## config.mk

```make
export PLATFORM = sky130hd
export DESIGN_NAME = receiver_tune_scan_controller_unit_flat
export DESIGN_NICKNAME = d
export VERILOG_FILES = /design/src/rtl/rtsc_pkg.sv /design/src/rtl/rtsc_if.sv /design/src/rtl/receiver_tune_scan_controller_unit.sv /design/src/flat_wrapper.sv
export SDC_FILE = /design/constraint.sdc
export NUM_CORES = 1
export LEC_CHECK = 0
export BUFFER_PORTS_ARGS = -buffer_cell sky130_fd_sc_hd__buf_2
export CAP_MARGIN = 20
export CORE_MARGIN = 2
export CORE_UTILIZATION = 25
export DETAILED_ROUTE_END_ITERATION = 6
export GPL_TIMING_DRIVEN = 0
export SLEW_MARGIN = 40
export SYNTH_ARGS = -nofsm -noshare
export SYNTH_HDL_FRONTEND = slang
export SYNTH_SLANG_ARGS = --single-unit
```

## constraint.sdc

```tcl
create_clock -name clk -period 18 [get_ports clk]
set_clock_uncertainty 0.15 [all_clocks]
set_input_delay 1.8 -clock clk [delete_from_list [all_inputs] [get_ports clk]]
set_output_delay 1.8 -clock clk [all_outputs]
set_load 0.02 [all_outputs]
```

## src/rtl/rtsc_pkg.sv

```systemverilog
// Package: shared codes, widths and constant tables of the tune/scan controller.
`timescale 1ns / 1ps
`default_nettype none

package rtsc_pkg;

  localparam int FREQ_W   = 27;
  localparam int MODE_W   = 3;
  localparam int BW_W     = 14;
  localparam int STEP_W   = 17;
  localparam int PRESET_W = 5;
  localparam int VOL_W    = 8;
  localparam int SIG_W    = 10;
  localparam int TICK_W   = 16;
  localparam int KEY_N    = 7;

  localparam int PRESET_COUNT_DEF = 18;
  localparam int ROM_ENTRIES      = 18;

  localparam int CFG_IDX_W  = 3;
  localparam int CFG_DATA_W = 27;

  typedef logic [FREQ_W-1:0]   freq_t;
  typedef logic [MODE_W-1:0]   mode_t;
  typedef logic [BW_W-1:0]     bw_t;
  typedef logic [STEP_W-1:0]   step_t;
  typedef logic [PRESET_W-1:0] preset_t;
  typedef logic [VOL_W-1:0]    vol_t;
  typedef logic [SIG_W-1:0]    sig_t;
  typedef logic [TICK_W-1:0]   tick_t;
  typedef logic [KEY_N-1:0]    keys_t;

  // Demodulation mode codes
  localparam mode_t MODE_AM       = 3'd0;
  localparam mode_t MODE_UPPER_SB = 3'd1;
  localparam mode_t MODE_LOWER_SB = 3'd2;
  localparam mode_t MODE_CW       = 3'd3;
  localparam mode_t MODE_FM       = 3'd4;

  // Configuration register indexes
  localparam logic [CFG_IDX_W-1:0] REG_SQUELCH  = 3'd0;
  localparam logic [CFG_IDX_W-1:0] REG_DWELL    = 3'd1;
  localparam logic [CFG_IDX_W-1:0] REG_PAUSE    = 3'd2;
  localparam logic [CFG_IDX_W-1:0] REG_FINE     = 3'd3;
  localparam logic [CFG_IDX_W-1:0] REG_HF_CEIL  = 3'd4;
  localparam logic [CFG_IDX_W-1:0] REG_TOP_CEIL = 3'd5;

  // Key bit positions in the edge-detect vector
  localparam int KEY_UP       = 0;
  localparam int KEY_DOWN     = 1;
  localparam int KEY_SCAN     = 2;
  localparam int KEY_MODE     = 3;
  localparam int KEY_PRESET   = 4;
  localparam int KEY_VOL_DOWN = 5;
  localparam int KEY_VOL_UP   = 6;

  localparam vol_t VOL_STEP = 8'd10;
  localparam vol_t VOL_MAX  = 8'd255;
  localparam vol_t VOL_UP_LIMIT = 8'd245;

  // Out-of-table modes behave as AM
  function automatic mode_t safe_mode(input mode_t m);
    return (m > MODE_FM) ? MODE_AM : m;
  endfunction

  function automatic bw_t bw_of(input mode_t m);
    bw_t r;
    unique case (safe_mode(m)) inside
      MODE_UPPER_SB, MODE_LOWER_SB: r = 14'd2800;
      MODE_CW:  r = 14'd500;
      MODE_FM:  r = 14'd15000;
      default:  r = 14'd6000;
    endcase
    return r;
  endfunction

  function automatic step_t step_of(input mode_t m, input logic fine);
    step_t r;
    unique case (safe_mode(m)) inside
      MODE_UPPER_SB, MODE_LOWER_SB: r = fine ? 17'd100 : 17'd1000;
      MODE_CW:  r = fine ? 17'd10    : 17'd100;
      MODE_FM:  r = fine ? 17'd10000 : 17'd100000;
      default:  r = fine ? 17'd1000  : 17'd5000;
    endcase
    return r;
  endfunction

  // Preset ROM; numbers without an entry read as entry 0
  function automatic freq_t preset_hz(input preset_t p);
    freq_t r;
    unique case (p)
      5'd1:    r = 27'd10000000;
      5'd2:    r = 27'd15000000;
      5'd3:    r = 27'd3550000;
      5'd4:    r = 27'd3750000;
      5'd5:    r = 27'd7030000;
      5'd6:    r = 27'd7200000;
      5'd7:    r = 27'd7290000;
      5'd8:    r = 27'd14060000;
      5'd9:    r = 27'd14200000;
      5'd10:   r = 27'd14300000;
      5'd11:   r = 27'd21060000;
      5'd12:   r = 27'd21200000;
      5'd13:   r = 27'd28400000;
      5'd14:   r = 27'd9420000;
      5'd15:   r = 27'd6195000;
      5'd16:   r = 27'd11735000;
      5'd17:   r = 27'd4840000;
      default: r = 27'd5000000;
    endcase
    return r;
  endfunction

  function automatic mode_t preset_mode(input preset_t p);
    mode_t r;
    unique case (p) inside
      5'd3, 5'd5, 5'd8, 5'd11:         r = MODE_CW;
      5'd4, 5'd6, 5'd7:                r = MODE_LOWER_SB;
      5'd9, 5'd10, 5'd12, 5'd13:       r = MODE_UPPER_SB;
      default:                         r = MODE_AM;
    endcase
    return r;
  endfunction

endpackage

`default_nettype wire

```

## src/rtl/rtsc_if.sv

```systemverilog
// Interfaces: input item, result item and configuration write channels.
`timescale 1ns / 1ps
`default_nettype none

interface rtsc_in_if
  import rtsc_pkg::*;
();
  logic valid;
  logic ready;
  logic key_up;
  logic key_down;
  logic key_scan;
  logic key_mode;
  logic key_preset;
  logic key_vol_down;
  logic key_vol_up;
  logic link_up;
  sig_t signal_level;

  modport source (
    output valid, key_up, key_down, key_scan, key_mode, key_preset,
           key_vol_down, key_vol_up, link_up, signal_level,
    input  ready
  );
  modport sink (
    input  valid, key_up, key_down, key_scan, key_mode, key_preset,
           key_vol_down, key_vol_up, link_up, signal_level,
    output ready
  );
endinterface

interface rtsc_out_if
  import rtsc_pkg::*;
();
  logic    valid;
  logic    ready;
  logic    tune_valid;
  freq_t   tune_freq_hz;
  mode_t   tune_mode;
  bw_t     tune_bandwidth_hz;
  logic    scan_active;
  logic    scan_holding;
  preset_t preset_number;
  vol_t    volume_level;
  logic    volume_changed;

  modport source (
    output valid, tune_valid, tune_freq_hz, tune_mode, tune_bandwidth_hz,
           scan_active, scan_holding, preset_number, volume_level, volume_changed,
    input  ready
  );
  modport sink (
    input  valid, tune_valid, tune_freq_hz, tune_mode, tune_bandwidth_hz,
           scan_active, scan_holding, preset_number, volume_level, volume_changed,
    output ready
  );
endinterface

interface rtsc_cfg_if
  import rtsc_pkg::*;
();
  logic                  valid;
  logic                  ready;
  logic [CFG_IDX_W-1:0]  index;
  logic [CFG_DATA_W-1:0] data;

  modport source (output valid, index, data, input ready);
  modport sink (input valid, index, data, output ready);
endinterface

`default_nettype wire

```

## src/rtl/receiver_tune_scan_controller_unit.sv

```systemverilog
// Top level: receiver tune and scan controller.
`timescale 1ns / 1ps
`default_nettype none

// Every accepted frame-tick item produces exactly one result item, in the next
// cycle, in an output register. The whole tick (key edge detect, tuning steps
// with ceiling clamps, mode and preset changes, volume, scanner dwell/hold
// counters and the tune-command flag) is evaluated in one pass of
// combinational logic from the incoming item and the state registers, so the
// block takes one item per clock: in.ready is high whenever the output
// register is empty or its result is being taken in the same cycle. The rate
// is set by that combinational state update loop. Configuration writes are
// always ready and should only be issued while no result is outstanding.
// Reset is synchronous; there is no clearing pass.
module receiver_tune_scan_controller_unit
  import rtsc_pkg::*;
#(
  parameter int PRESET_COUNT = PRESET_COUNT_DEF
) (
  input  wire          clk,
  input  wire          rst,
  rtsc_in_if.sink      in_ch,
  rtsc_out_if.source   out_ch,
  rtsc_cfg_if.sink     cfg
);

  localparam logic [PRESET_W:0] PCNT = (PRESET_W+1)'(PRESET_COUNT);

  // Configuration registers
  sig_t  squelch_level;
  tick_t dwell_ticks;
  tick_t pause_ticks;
  logic  fine_step_select;
  freq_t hf_ceiling_hz;
  freq_t top_ceiling_hz;

  // Controller state
  freq_t   freq;
  mode_t   mode;
  bw_t     bandwidth;
  preset_t preset;
  logic    scanning;
  tick_t   dwell_count;
  tick_t   hold_count;
  logic    pending;
  vol_t    volume;
  keys_t   prev_keys;

  freq_t   freq_next;
  mode_t   mode_next;
  bw_t     bandwidth_next;
  preset_t preset_next;
  logic    scanning_next;
  tick_t   dwell_count_next;
  tick_t   hold_count_next;
  logic    pending_next;
  vol_t    volume_next;
  logic    tune_valid_next;
  logic    vol_changed_next;
  keys_t   keys;

  logic in_fire;

  assign cfg.ready    = 1'b1;
  assign in_ch.ready  = !out_ch.valid || out_ch.ready;
  assign in_fire      = in_ch.valid && in_ch.ready;

  assign keys = {in_ch.key_vol_up, in_ch.key_vol_down, in_ch.key_preset,
                 in_ch.key_mode, in_ch.key_scan, in_ch.key_down, in_ch.key_up};

  // Wrap to zero past the configured preset count
  function automatic preset_t preset_advance(input preset_t p);
    preset_t inc;
    inc = p + 1'b1;
    return ({1'b0, inc} >= PCNT) ? '0 : inc;
  endfunction

  always_comb begin
    keys_t          pressed;
    step_t          step;
    logic [FREQ_W:0] sum;
    logic           link;

    pressed = keys & ~prev_keys;
    link    = in_ch.link_up;
    step    = step_of(mode, fine_step_select);

    freq_next        = freq;
    mode_next        = mode;
    bandwidth_next   = bandwidth;
    preset_next      = preset;
    scanning_next    = scanning;
    dwell_count_next = dwell_count;
    hold_count_next  = hold_count;
    pending_next     = pending;
    volume_next      = volume;
    vol_changed_next = 1'b0;
    sum              = '0;

    if (link) begin
      if (pressed[KEY_UP]) begin
        sum = {1'b0, freq_next} + {{(FREQ_W+1-STEP_W){1'b0}}, step};
        if (sum > {1'b0, hf_ceiling_hz} && mode_next != MODE_FM) begin
          sum = {1'b0, hf_ceiling_hz};
        end
        if (sum > {1'b0, top_ceiling_hz}) begin
          sum = {1'b0, top_ceiling_hz};
        end
        freq_next     = sum[FREQ_W-1:0];
        pending_next  = 1'b1;
        scanning_next = 1'b0;
      end
      if (pressed[KEY_DOWN]) begin
        // below one step the frequency lands on exactly one step
        if (freq_next > FREQ_W'(step)) begin
          freq_next = freq_next - FREQ_W'(step);
        end else begin
          freq_next = FREQ_W'(step);
        end
        pending_next  = 1'b1;
        scanning_next = 1'b0;
      end
      if (pressed[KEY_SCAN]) begin
        scanning_next    = !scanning_next;
        dwell_count_next = '0;
        hold_count_next  = '0;
      end
      if (pressed[KEY_MODE]) begin
        mode_next      = (safe_mode(mode_next) == MODE_FM) ? MODE_AM
                                                           : safe_mode(mode_next) + 1'b1;
        bandwidth_next = bw_of(mode_next);
        pending_next   = 1'b1;
      end
      if (pressed[KEY_PRESET]) begin
        preset_next    = preset_advance(preset_next);
        freq_next      = preset_hz(preset_next);
        mode_next      = preset_mode(preset_next);
        bandwidth_next = bw_of(mode_next);
        pending_next   = 1'b1;
      end
      if (pressed[KEY_VOL_DOWN]) begin
        volume_next      = (volume_next >= VOL_STEP) ? volume_next - VOL_STEP : '0;
        vol_changed_next = 1'b1;
      end
      if (pressed[KEY_VOL_UP]) begin
        volume_next      = (volume_next <= VOL_UP_LIMIT) ? volume_next + VOL_STEP : VOL_MAX;
        vol_changed_next = 1'b1;
      end
    end

    // Scanner: hold on a signal, otherwise dwell then advance
    if (scanning_next) begin
      if (hold_count_next != '0) begin
        hold_count_next = hold_count_next - 1'b1;
        if (in_ch.signal_level < squelch_level) begin
          hold_count_next = '0;
        end
      end else begin
        dwell_count_next = dwell_count_next + 1'b1;
        if (dwell_count_next < dwell_ticks) begin
          if (in_ch.signal_level >= squelch_level) begin
            hold_count_next  = pause_ticks;
            dwell_count_next = '0;
          end
        end else begin
          dwell_count_next = '0;
          preset_next      = preset_advance(preset_next);
          freq_next        = preset_hz(preset_next);
          mode_next        = preset_mode(preset_next);
          bandwidth_next   = bw_of(mode_next);
          pending_next     = 1'b1;
        end
      end
    end

    tune_valid_next = pending_next && link;
    if (tune_valid_next) begin
      pending_next = 1'b0;
    end
  end

  // Configuration writes
  always_ff @(posedge clk) begin
    if (rst) begin
      squelch_level    <= 10'd300;
      dwell_ticks      <= 16'd180;
      pause_ticks      <= 16'd300;
      fine_step_select <= 1'b0;
      hf_ceiling_hz    <= 27'd30000000;
      top_ceiling_hz   <= 27'd108000000;
    end else if (cfg.valid && cfg.ready) begin
      unique case (cfg.index)
        REG_SQUELCH:  squelch_level    <= cfg.data[SIG_W-1:0];
        REG_DWELL:    dwell_ticks      <= cfg.data[TICK_W-1:0];
        REG_PAUSE:    pause_ticks      <= cfg.data[TICK_W-1:0];
        REG_FINE:     fine_step_select <= cfg.data[0];
        REG_HF_CEIL:  hf_ceiling_hz    <= cfg.data[FREQ_W-1:0];
        REG_TOP_CEIL: top_ceiling_hz   <= cfg.data[FREQ_W-1:0];
        default: ;
      endcase
    end
  end

  // State update, one tick per accepted item
  always_ff @(posedge clk) begin
    if (rst) begin
      freq        <= 27'd10000000;
      mode        <= MODE_AM;
      bandwidth   <= 14'd6000;
      preset      <= 5'd1;
      scanning    <= 1'b0;
      dwell_count <= '0;
      hold_count  <= '0;
      pending     <= 1'b1;
      volume      <= VOL_MAX;
      prev_keys   <= '0;
    end else if (in_fire) begin
      freq        <= freq_next;
      mode        <= mode_next;
      bandwidth   <= bandwidth_next;
      preset      <= preset_next;
      scanning    <= scanning_next;
      dwell_count <= dwell_count_next;
      hold_count  <= hold_count_next;
      pending     <= pending_next;
      volume      <= volume_next;
      prev_keys   <= keys;
    end
  end

  // Result register
  always_ff @(posedge clk) begin
    if (rst) begin
      out_ch.valid <= 1'b0;
    end else if (in_fire) begin
      out_ch.valid <= 1'b1;
    end else if (out_ch.ready) begin
      out_ch.valid <= 1'b0;
    end
  end

  always_ff @(posedge clk) begin
    if (in_fire) begin
      out_ch.tune_valid        <= tune_valid_next;
      out_ch.tune_freq_hz      <= freq_next;
      out_ch.tune_mode         <= mode_next;
      out_ch.tune_bandwidth_hz <= bandwidth_next;
      out_ch.scan_active       <= scanning_next;
      out_ch.scan_holding      <= scanning_next && (hold_count_next != '0);
      out_ch.preset_number     <= preset_next;
      out_ch.volume_level      <= volume_next;
      out_ch.volume_changed    <= vol_changed_next;
    end
  end

endmodule

`default_nettype wire

```

## src/flat_wrapper.sv

```systemverilog
// flat-port wrapper written by rule: the top's interface ports become plain ports
module receiver_tune_scan_controller_unit_flat import rtsc_pkg::*;
#(
  parameter int PRESET_COUNT = PRESET_COUNT_DEF
)
  (clk, rst, in_ch_valid, in_ch_key_up, in_ch_key_down, in_ch_key_scan, in_ch_key_mode, in_ch_key_preset, in_ch_key_vol_down, in_ch_key_vol_up, in_ch_link_up, in_ch_signal_level, in_ch_ready, out_ch_valid, out_ch_tune_valid, out_ch_tune_freq_hz, out_ch_tune_mode, out_ch_tune_bandwidth_hz, out_ch_scan_active, out_ch_scan_holding, out_ch_preset_number, out_ch_volume_level, out_ch_volume_changed, out_ch_ready, cfg_valid, cfg_index, cfg_data, cfg_ready);
  rtsc_in_if in_ch_i ();
  rtsc_out_if out_ch_i ();
  rtsc_cfg_if cfg_i ();
  input  wire clk;
  input  wire rst;
  input wire logic [$bits(in_ch_i.valid)-1:0] in_ch_valid;
  input wire logic [$bits(in_ch_i.key_up)-1:0] in_ch_key_up;
  input wire logic [$bits(in_ch_i.key_down)-1:0] in_ch_key_down;
  input wire logic [$bits(in_ch_i.key_scan)-1:0] in_ch_key_scan;
  input wire logic [$bits(in_ch_i.key_mode)-1:0] in_ch_key_mode;
  input wire logic [$bits(in_ch_i.key_preset)-1:0] in_ch_key_preset;
  input wire logic [$bits(in_ch_i.key_vol_down)-1:0] in_ch_key_vol_down;
  input wire logic [$bits(in_ch_i.key_vol_up)-1:0] in_ch_key_vol_up;
  input wire logic [$bits(in_ch_i.link_up)-1:0] in_ch_link_up;
  input wire logic [$bits(in_ch_i.signal_level)-1:0] in_ch_signal_level;
  output wire logic [$bits(in_ch_i.ready)-1:0] in_ch_ready;
  output wire logic [$bits(out_ch_i.valid)-1:0] out_ch_valid;
  output wire logic [$bits(out_ch_i.tune_valid)-1:0] out_ch_tune_valid;
  output wire logic [$bits(out_ch_i.tune_freq_hz)-1:0] out_ch_tune_freq_hz;
  output wire logic [$bits(out_ch_i.tune_mode)-1:0] out_ch_tune_mode;
  output wire logic [$bits(out_ch_i.tune_bandwidth_hz)-1:0] out_ch_tune_bandwidth_hz;
  output wire logic [$bits(out_ch_i.scan_active)-1:0] out_ch_scan_active;
  output wire logic [$bits(out_ch_i.scan_holding)-1:0] out_ch_scan_holding;
  output wire logic [$bits(out_ch_i.preset_number)-1:0] out_ch_preset_number;
  output wire logic [$bits(out_ch_i.volume_level)-1:0] out_ch_volume_level;
  output wire logic [$bits(out_ch_i.volume_changed)-1:0] out_ch_volume_changed;
  input wire logic [$bits(out_ch_i.ready)-1:0] out_ch_ready;
  input wire logic [$bits(cfg_i.valid)-1:0] cfg_valid;
  input wire logic [$bits(cfg_i.index)-1:0] cfg_index;
  input wire logic [$bits(cfg_i.data)-1:0] cfg_data;
  output wire logic [$bits(cfg_i.ready)-1:0] cfg_ready;
  assign in_ch_i.valid = in_ch_valid;
  assign in_ch_i.key_up = in_ch_key_up;
  assign in_ch_i.key_down = in_ch_key_down;
  assign in_ch_i.key_scan = in_ch_key_scan;
  assign in_ch_i.key_mode = in_ch_key_mode;
  assign in_ch_i.key_preset = in_ch_key_preset;
  assign in_ch_i.key_vol_down = in_ch_key_vol_down;
  assign in_ch_i.key_vol_up = in_ch_key_vol_up;
  assign in_ch_i.link_up = in_ch_link_up;
  assign in_ch_i.signal_level = in_ch_signal_level;
  assign in_ch_ready = in_ch_i.ready;
  assign out_ch_valid = out_ch_i.valid;
  assign out_ch_tune_valid = out_ch_i.tune_valid;
  assign out_ch_tune_freq_hz = out_ch_i.tune_freq_hz;
  assign out_ch_tune_mode = out_ch_i.tune_mode;
  assign out_ch_tune_bandwidth_hz = out_ch_i.tune_bandwidth_hz;
  assign out_ch_scan_active = out_ch_i.scan_active;
  assign out_ch_scan_holding = out_ch_i.scan_holding;
  assign out_ch_preset_number = out_ch_i.preset_number;
  assign out_ch_volume_level = out_ch_i.volume_level;
  assign out_ch_volume_changed = out_ch_i.volume_changed;
  assign out_ch_i.ready = out_ch_ready;
  assign cfg_i.valid = cfg_valid;
  assign cfg_i.index = cfg_index;
  assign cfg_i.data = cfg_data;
  assign cfg_ready = cfg_i.ready;
  receiver_tune_scan_controller_unit #(.PRESET_COUNT(PRESET_COUNT)) u_core (.clk(clk), .rst(rst), .in_ch(in_ch_i), .out_ch(out_ch_i), .cfg(cfg_i));
endmodule
```

-- Yosys cells after proc, flatten, opt, wreduce, memory -nomap -nowiden
Memories as Yosys holds them, arrays and structs flattened.
Index checks and enable logic that the tools add are counted.
Widths: inputs -> output; s select.
- register bits after elaboration: 257
- bits in latches: 0
- bits in writable memories: 0
- ROM bits: 1408
- bits of input ports: 53
- output and inout bits: 64
- logic and storage cells: 213
- memories: 2
- $add $sub $neg: 9
- multiply operators: 0
- divide/modulo/power cells: 0
- $lt $le $gt $ge: 14
- equality and inequality tests: 44
- shifts and indexed selects: 0
- muxes and demuxes: 89
- bitwise operators: 2
- reduce and logical (&&, ||, !) cells: 27
- memories (memory ; depth ; bits a word ; rd ports ; clocked after memory_dff ; write ports ; line ; RTL):
    (name not given) ; 32 ; 22 ; 1 ; 0 ; 0 ; rtsc_pkg.sv:91 ; unique case (p)
    (name not given) ; 32 ; 22 ; 1 ; 0 ; 0 ; rtsc_pkg.sv:91 ;
- operators with widths (operator ; number):
    $mux 27 ; 10
    $mux 16 ; 13
    $pmux 14 s3 ; 3
    $mux 14 ; 6
    $mux 28 ; 3
    $eq 5x4->1 const B ; 12
    $gt 28x27->1 ; 2
    $pmux 17 s3 ; 1
    $mux 3 ; 16
    $mux 8 ; 6
    $eq 5x3->1 const B ; 8
    $mux 5 ; 7
    $reduce_bool 16->1 ; 2
    $eq 3x2->1 const B ; 10
    $add 27x17->28 ; 1
    $gt 27x17->1 ; 1
    $sub 27x17->27 ; 1
    $eq 3x3->1 const B ; 6
    $mux 1 ; 18
    $mux 17 ; 1
    $add 16x1->16 const B ; 1
    $lt 16x16->1 ; 1
    $reduce_or 4->1 ; 4
    $sub 16x1->16 const B ; 1
    27 further kinds ; 51

-- Logic depth before layout (Yosys ltp)
Gate-level depths: netlist of the first run.
- depth after elaboration: 23
- gate-level depth with buffers: 55
- gate-level depth less buffers: 47

-- Worst setup path after synthesis of the first run
Ideal clock, no wire load.
- path type: register to register
- start point: reg u_core.mode[0]
- end point: reg u_core.out_ch.tune_freq_hz[2] (data pin)
- library setup time: 266 ps
- arrival time: 11357 ps
- required time: 17584 ps
- slack: 6228 ps
- stages on the path, launching flop included: 54
- buffers on the path: 9
- clock period less this slack: 11772 ps
- path through: dfxtp_1 nor2_1 and2_1 clkbuf_1 inv_1 ha_1 nor2b_1 a211o_1 nor2_1 inv_1 ha_1 a21o_1 a21oi_1 a21oi_1 nor2_1 o21bai_1 xor2_1 ha_1 [... 18 more ...] mux2i_1 o21a_1 ha_1 fa_1 nor2b_1 o21ai_0 a21oi_1 o41a_1 a311o_1 a2111oi_0 nor2_1 o32a_1 a211oi_2 buf_6 buf_8 mux2i_1 a222oi_1 nor2_1
- cells in the longest elaborated chain, start to end: 23
- elaborated cells on any way between the ends: 28
- RTL lines (item ; line ; RTL):
    start: declaration ; receiver_tune_scan_controller_unit.sv:39 ; mode_t mode;
    start signal: assignment ; receiver_tune_scan_controller_unit.sv:219 ; mode <= mode_next;
    $gt 3x3->1 ; rtsc_pkg.sv:63 ; return (m > MODE_FM) ? MODE_AM : m;
    $mux 3 ; rtsc_pkg.sv:63 ;
    $eq 3x2->1 / $eq 3x1->1 (equally long branches) ; receiver_tune_scan_controller_unit.sv:86 ; step = step_of(mode, fine_step_select);
    $reduce_or 2->1 ; rtsc_pkg.sv:79 ; unique case (safe_mode(m)) inside
    $pmux 17 s3 ; rtsc_pkg.sv:79 ;
    $add 27x17->28 ; receiver_tune_scan_controller_unit.sv:102 ; sum = {1'b0, freq_next} + {{(FREQ_W+1-STEP_W){1'b0}}, step};
    $gt 28x27->1 ; receiver_tune_scan_controller_unit.sv:103 ; if (sum > {1'b0, hf_ceiling_hz} && mode_next != MODE_FM) begin
    $logic_and 1x1->1 ; receiver_tune_scan_controller_unit.sv:103 ;
    [... 8 more ...] ; - ;
    $mux 27 ; receiver_tune_scan_controller_unit.sv:115 ; if (freq_next > FREQ_W'(step)) begin
    $mux 27 (*) ; receiver_tune_scan_controller_unit.sv:113 ; if (pressed[KEY_DOWN]) begin
    $mux 27 (*) ; receiver_tune_scan_controller_unit.sv:134 ; if (pressed[KEY_PRESET]) begin
    $mux 27 (*) ; receiver_tune_scan_controller_unit.sv:100 ; if (link) begin
    $mux 27 ; receiver_tune_scan_controller_unit.sv:160 ; if (dwell_count_next < dwell_ticks) begin
    $mux 27 ; receiver_tune_scan_controller_unit.sv:153 ; if (hold_count_next != '0) begin
    $mux 27 (*) ; receiver_tune_scan_controller_unit.sv:152 ; if (scanning_next) begin
    via u_core.freq_next[2] ; receiver_tune_scan_controller_unit.sv:49 ; freq_t freq_next;
    end signal: assignment ; receiver_tune_scan_controller_unit.sv:245 ; out_ch.tune_freq_hz <= freq_next;
    end: declaration ; rtsc_if.sv:48 ; output valid, tune_valid, tune_freq_hz, tune_mode, tune_bandwidth_hz,
Mark *: on every way through the listed nets, which the timed path passes. The rest lies on a longest branch. The select of a mux whose other input is x is not followed.
A chain may end at the register's enable or synchronous reset.

-- Worst setup path after layout of the first run
- start point: reg u_core.mode[0]
- end point: reg u_core.out_ch.tune_freq_hz[20] (data pin)
Same word-level chain as after synthesis.

==> metrics.yaml, run 1 <==
final_hold_viol_count: 0
dieArea_um2: 79600
required_ns: 18.15
drtIter0Drc: 2373
cts_resized: 0
p_leak_nw: 8.96
synth_common_cells: "nand2_1, nor2_1, a21oi_1"
worstMarginPinSlew_ns: 0.922
hpwl_mm: 63.9
crit_path_max_incr_delay_ns: 0.65
synth_top_flop_cell: "dfxtp_1"
crit_path_start_kind: "flop"
synthArstFlopShare_pct: 0
vias_per_cell: 5.39
ioPinCount: 117
grt_pass1_wl_mm: 120
grt_antenna_before_repair: 8
synth_cell_types: 93
syn_inst: 2566
finalMaxSlewViolations: 0
core.rowCount: 101
min_period_ns: 16.61
clk_pin_slew_ns: 0.06
numClockSinks: 257
drc: 0
synth_area_leaders: "dfxtp_1, ha_1, edfxtp_1, nand2_1, a21oi_1"
path_max_fanout: 10
cts-root-buf: "clkbuf_16"
syn_area_um2: 19300
drive_gt1_share_pct: 8.52
drt_wl_total_mm: 81.2
hold_path_class: "reg2reg"
grt_max_degree: 28
status: "complete, no violations"
io_buffers: 113
met3_length_mm: 7.17
synth.avg_cell_area_um2: 7.53
cap_viol_max_count: 0
globalplace.congestion: 1.01
nets: 2917
fin_crit_sh_pct: 92.3
setup_tns_ns: 0
vias: 20300
yosysTopAreaCellShare_pct: 20.3
wire_per_inst_um: 21.6
wl_met2_mm: 34.6
fmax_mhz: 60.2
cts_hold_buf: 0
synth_top_area_cell: "dfxtp_1"
seq_area_frac_synth_pct: 29.8
clk_latency_ns: 0.59
ir_worst_vdd_mv: 0.0693
cts_buffer_depth: 3
fp.coreArea_um2: 76200
cts_tree: "built"
power_density_nw_per_um2: 82.4
post_cts_buffers: 0
yosysMostFrequentCell: "nand2_1"
final_util_pct: 29.2
overflow: 0
synth_edf_count: 61
top_layer: "met5"
fp.dieH_um: 282
ctsHtreeMaxLevel: 1
critical_path_class: "reg2reg"
cpMaxStageDelayCell: "a2111oi_1"
dr.pass1.iters: 6
grt_use_total_pct: 19.9
rsz0062_at_grt: "false"
max_slew_margin_pct: 38.5
drt-met1-wl_mm: 36.7
setup_violations: 0
final_antenna_net_count: 0
start_util_pct: 25.4
arrival_ns: 16.77
syn-num-nets: 2770
synth_seq_cells: 257
grt_pass1_vias: 18700
cts_made_buffers: 29
syn2layout_area_growth_pct: 15.2
ys_warn_count: 0
cp-end-kind: "flop"
cp_common_cell: "nor2_1"
die_w_um: 282
[path summary, 6_finish.rpt]
kind,from,endpoint,slack (ns),cells past startpoint
max,u_core.mode[0]$_SDFFE_PP0P_,u_core.out_ch.tune_freq_hz[20]$_DFFE_PP_,1.39,51
min,u_core.bandwidth[4]$_SDFFE_PP1P_,u_core.bandwidth[4]$_SDFFE_PP1P_,0.29,1
max reg2reg,u_core.mode[0]$_SDFFE_PP0P_,u_core.out_ch.tune_freq_hz[20]$_DFFE_PP_,1.39,51
min reg2reg,u_core.bandwidth[4]$_SDFFE_PP1P_,u_core.bandwidth[4]$_SDFFE_PP1P_,0.29,1
[cell usage in the layout (no fill, tap or decap), types with 17 or more instances in the layout]
| cell type | netlist | final |
|---|---|---|
| a211o_1 | 32 | 32 |
| a211oi_1 | 40 | 39 |
| a21o_1 | 29 | 29 |
| a21oi_1 | 260 | 260 |
| a22oi_1 | 30 | 30 |
| a31oi_1 | 26 | 26 |
| and2_1 | 21 | 21 |
| and3_1 | 18 | 18 |
| buf_2 | 9 | 124 |
| clkbuf_1 | 120 | 112 |
| clkbuf_16 | 0 | 29 |
| dfxtp_1 | 196 | 196 |
| edfxtp_1 | 61 | 61 |
| ha_1 | 149 | 149 |
| inv_1 | 151 | 151 |
| mux2i_1 | 28 | 28 |
| nand2_1 | 402 | 402 |
| nand2b_1 | 23 | 23 |
| nand3_1 | 51 | 51 |
| nand3b_1 | 33 | 33 |
| nand4_1 | 25 | 25 |
| nor2_1 | 263 | 262 |
| nor2b_1 | 25 | 25 |
| nor3_1 | 44 | 43 |
| o211ai_1 | 31 | 31 |
| o21ai_0 | 135 | 133 |
| o31ai_1 | 23 | 23 |
| or3_1 | 17 | 17 |
| xnor2_1 | 41 | 41 |
| xor2_1 | 33 | 32 |
[cells by family after synthesis]
kind of cell	synth area share, %
flops	29.8
buf+inv	5.94
compound gates	26.5
mux	2.03
simple gates	22.5
other cells	0.0194
fa+ha+maj	9.85
xor+xnor	3.35
[per-stage QoR]
step                      cells  area, um2  hold slack (ns)  setup slack, ns  power [W]
after CTS                  3765      22300            0.287             1.58    0.00183
final                      3766      22300            0.286             1.39    0.00184
after floorplan            2566      19300            0.254             6.23    0.00102
after global placement     3709      21200            0.266             1.59    0.00121
after detailed placement   3712      21300            0.272             1.69    0.00122
after global routing       3765      22300            0.326            0.742    0.00192
[layout make-up]
type	count	area [um2]
flip-flops and latches	257	5760
well taps	1030	1290
clock inverters	20	196
clock buffers	33	761
diodes	1	2.50
inverters	153	574
plain buffers	144	589
fillers	8348	53900
repair buffers	116	633
multi-input cells	2012	12500
[where the power goes]
group	switching, W	total, W	internal (W)
Clock	0.000266	0.000613	0.000347
Combinational	0.000386	0.000573	0.000187
Sequential	0.0000253	0.000650	0.000624
[per-layer routing]
metal	vias up	global-route usage, %
li1	9525	-
met1	9658	28.4
met2	945	30.4
met3	168	3.73
met4	12	5.54
met5	-	0
[critical path, delay by kind of cell (launching register included)]
kind	cells	cell delay, ns
XOR/XNOR	1	0.32
buffers and inverters	9	3.42
AO/OA/AOI/OAI	24	8.02
AND/OR/NAND/NOR	13	2.65
flip-flops	1	0.34
adder cells (fa/ha/maj)	4	1.36
[registers in the layout, indices dropped and copies added (netlist names), 3 cells and up]
| signal | count |
|---|---|
| u_core.freq | 27 |
| u_core.hf_ceiling_hz | 27 |
| u_core.out_ch.tune_freq_hz | 27 |
| u_core.top_ceiling_hz | 27 |
| u_core.dwell_count | 16 |
| u_core.dwell_ticks | 16 |
| u_core.hold_count | 16 |
| u_core.pause_ticks | 16 |
| u_core.bandwidth | 14 |
| u_core.out_ch.tune_bandwidth_hz | 14 |
| u_core.squelch_level | 10 |
| u_core.out_ch.volume_level | 8 |
| u_core.volume | 8 |
| u_core.prev_keys | 7 |
| u_core.out_ch.preset_number | 5 |
| u_core.preset | 5 |
| u_core.mode | 3 |
| u_core.out_ch.tune_mode | 3 |
(Power assumes the default switching activity.)
==> run 2: changes to the inputs <==
--- a/config.mk
+++ b/config.mk
@@ -9,6 +9,7 @@
 export CAP_MARGIN = 20
 export CORE_MARGIN = 2
 export CORE_UTILIZATION = 25
+export CTS_BUF_LIST = sky130_fd_sc_hd__clkbuf_8
 export DETAILED_ROUTE_END_ITERATION = 6
 export GPL_TIMING_DRIVEN = 0
 export SLEW_MARGIN = 40
==> metrics.yaml, run 2 (same netlist as run 1, synthesis figures left out) <==
status: "complete, no violations"
final_hold_viol_count: 0
fin_crit_sh_pct: 92.4
cp-end-kind: "flop"
cts_tree: "built"
internal_power_w: 0.00112
dr.pass1.iters: 6
arrival_ns: 16.85
clkPwrFrac_pct: 32.2
globalplace.congestion: 1.01
cts_made_buffers: 46
path_max_fanout: 10
worstMarginPinSlew_ns: 0.936
ioPinCount: 117
rsz0062_at_grt: "false"
mostFrequentLayoutCell: "nand2_1"
fmax_mhz: 60.1
power_w: 0.00180
core.rowCount: 101
numClockSinks: 257
max_slew_margin_pct: 37.6
final_antenna_net_count: 0
p_seq_share_pct: 36.0
grt_antenna_before_repair: 6
drtIter0Drc: 2168
finalMaxSlewViolations: 0
io_buffers: 113
cts_resized: 0
nets: 2935
cts-root-buf: "clkbuf_8"
clk_pin_slew_ns: 0.06
overflow: 0
setup_tns_ns: 0
grt_pass1_wl_mm: 121
fp.coreArea_um2: 76200
cp_common_cell: "nor2_1"
holdCritStartpoint: "u_core.bandwidth[4]$_SDFFE_PP1P_"
cts_hold_buf: 0
cap_viol_max_count: 0
crit_path_start_kind: "flop"
r2r_setup_slack_ns: 1.36
placed_cells: 3712
setup_ws_ns: 1.36
cts_buffer_depth: 3
vias: 20500
start_util_pct: 25.4
p_leak_nw: 9.02
drt_wl_total_mm: 81.4
comb_power_share_pct: 31.8
grt_use_total_pct: 20.1
fin_cells: 3794
whs_ns: 0.287
power_density_nw_per_um2: 81.1
required_ns: 18.21
clk_latency_ns: 0.66
critical_path_class: "reg2reg"
r2r-start: "u_core.mode[0]$_SDFFE_PP0P_"
syn2layout_area_growth_pct: 15.1
fp.dieH_um: 282
post_cts_buffers: 0
ir_worst_vdd_mv: 0.0504
hold_path_class: "reg2reg"
ctsHtreeMaxLevel: 2
p_switching_w: 0.000688
cp_num_buf_inv: 9
hpwl_mm: 63.9
min_period_ns: 16.64
grt_max_degree: 28
cp_top_family: "compound AO/OA/AOI/OAI gates"
rr_worst_depth: 50
drc: 0
dieArea_um2: 79600
crit_path_max_incr_delay_ns: 0.70
timing.rr.end: "u_core.out_ch.tune_freq_hz[23]$_DFFE_PP_"
cpMaxStageDelayCell: "a2111oi_1"
fillCellCount: 8367
setup_violations: 0
hold_end: "u_core.bandwidth[4]$_SDFFE_PP1P_"
pre_cts_ws_ns: 1.69
grt_pass1_vias: 18900
wire_per_inst_um: 21.5
layout_common_cells: "nand2_1, nor2_1, a21oi_1, dfxtp_1, inv_1"
switching_share_pct: 38.1
die_w_um: 282
vias_per_cell: 5.40
hold_depth: 1
drive_gt1_share_pct: 8.94
-- run 2: changes by cell type in the layout (fill, tap and decap cells not counted), moves of 2 or more --
cell | previous run | this run
clkbuf_16 | 29 | 0
clkinv_1 | 2 | 5
clkbuf_8 | 2 | 51
clkbuf_1 | 112 | 110
clkinvlp_4 | 4 | 2
inv_8 | 0 | 2
clkinv_2 | 10 | 5
inv_1 | 151 | 164
-- run 2: layout make-up --
type,instances,area (um2),area share (%)
clock inverter,29,221,0.995
buffer,144,589,2.65
multi-input combinational,2012,12500,56.1
clock buffer,51,702,3.15
tap,1030,1290,5.79
timing repair buffer,117,641,2.88
sequential,257,5760,25.9
antenna,1,2.50,0.0112
inverter,153,574,2.58
-- run 2: power groups by stage --
stage	clock network, W	registers [W]	logic, W
finish	0.000581	0.000650	0.000574
global route	0.000613	0.000652	0.000622
CTS	0.000591	0.000649	0.000557
detailed placement	0	0.000661	0.000554
global placement	0	0.000662	0.000553
floorplan	0	0.000667	0.000357
-- run 2: worst max path at each step --
stage	endpoint	depth (start not counted)	start	slack, ns
after CTS	u_core.out_ch.tune_freq_hz[23]$_DFFE_PP_	49	u_core.mode[0]$_SDFFE_PP0P_	1.59
final	u_core.out_ch.tune_freq_hz[23]$_DFFE_PP_	50	u_core.mode[0]$_SDFFE_PP0P_	1.36
after floorplan	u_core.out_ch.tune_freq_hz[2]$_DFFE_PP_	53	u_core.mode[0]$_SDFFE_PP0P_	6.23
after detailed placement	u_core.out_ch.tune_freq_hz[23]$_DFFE_PP_	49	u_core.mode[0]$_SDFFE_PP0P_	1.69
after global routing	u_core.out_ch.tune_freq_hz[23]$_DFFE_PP_	51	u_core.mode[0]$_SDFFE_PP0P_	0.71
after global placement	u_core.out_ch.tune_freq_hz[23]$_DFFE_PP_	49	u_core.mode[0]$_SDFFE_PP0P_	1.59
-- run 2: worst reg2reg max path, delay by kind of cell, from the launching register on --
kind            cells  cell delay [ns]
compound gates     24             8.06
xor+xnor            1             0.29
fa+ha+maj           4             1.52
buf+inv             9             3.45
flops               1             0.33
simple gates       12             2.61
-- run 2: through the flow --
step / util [%] / instance area (um2)
after floorplan: - / 19300
after global placement: 27.8 / 21200
after detailed placement: 28.0 / 21300
after CTS: 29.2 / 22200
after global routing: 29.2 / 22200
final: 29.2 / 22300
-- run 2: per-layer routing --
metal,vias up,track usage (%),wire length (um)
li1,9559,-,-
met1,9710,28.2,36600
met2,1009,30.4,34700
met3,184,4.33,7530
met4,10,6.15,2590
met5,-,0,77
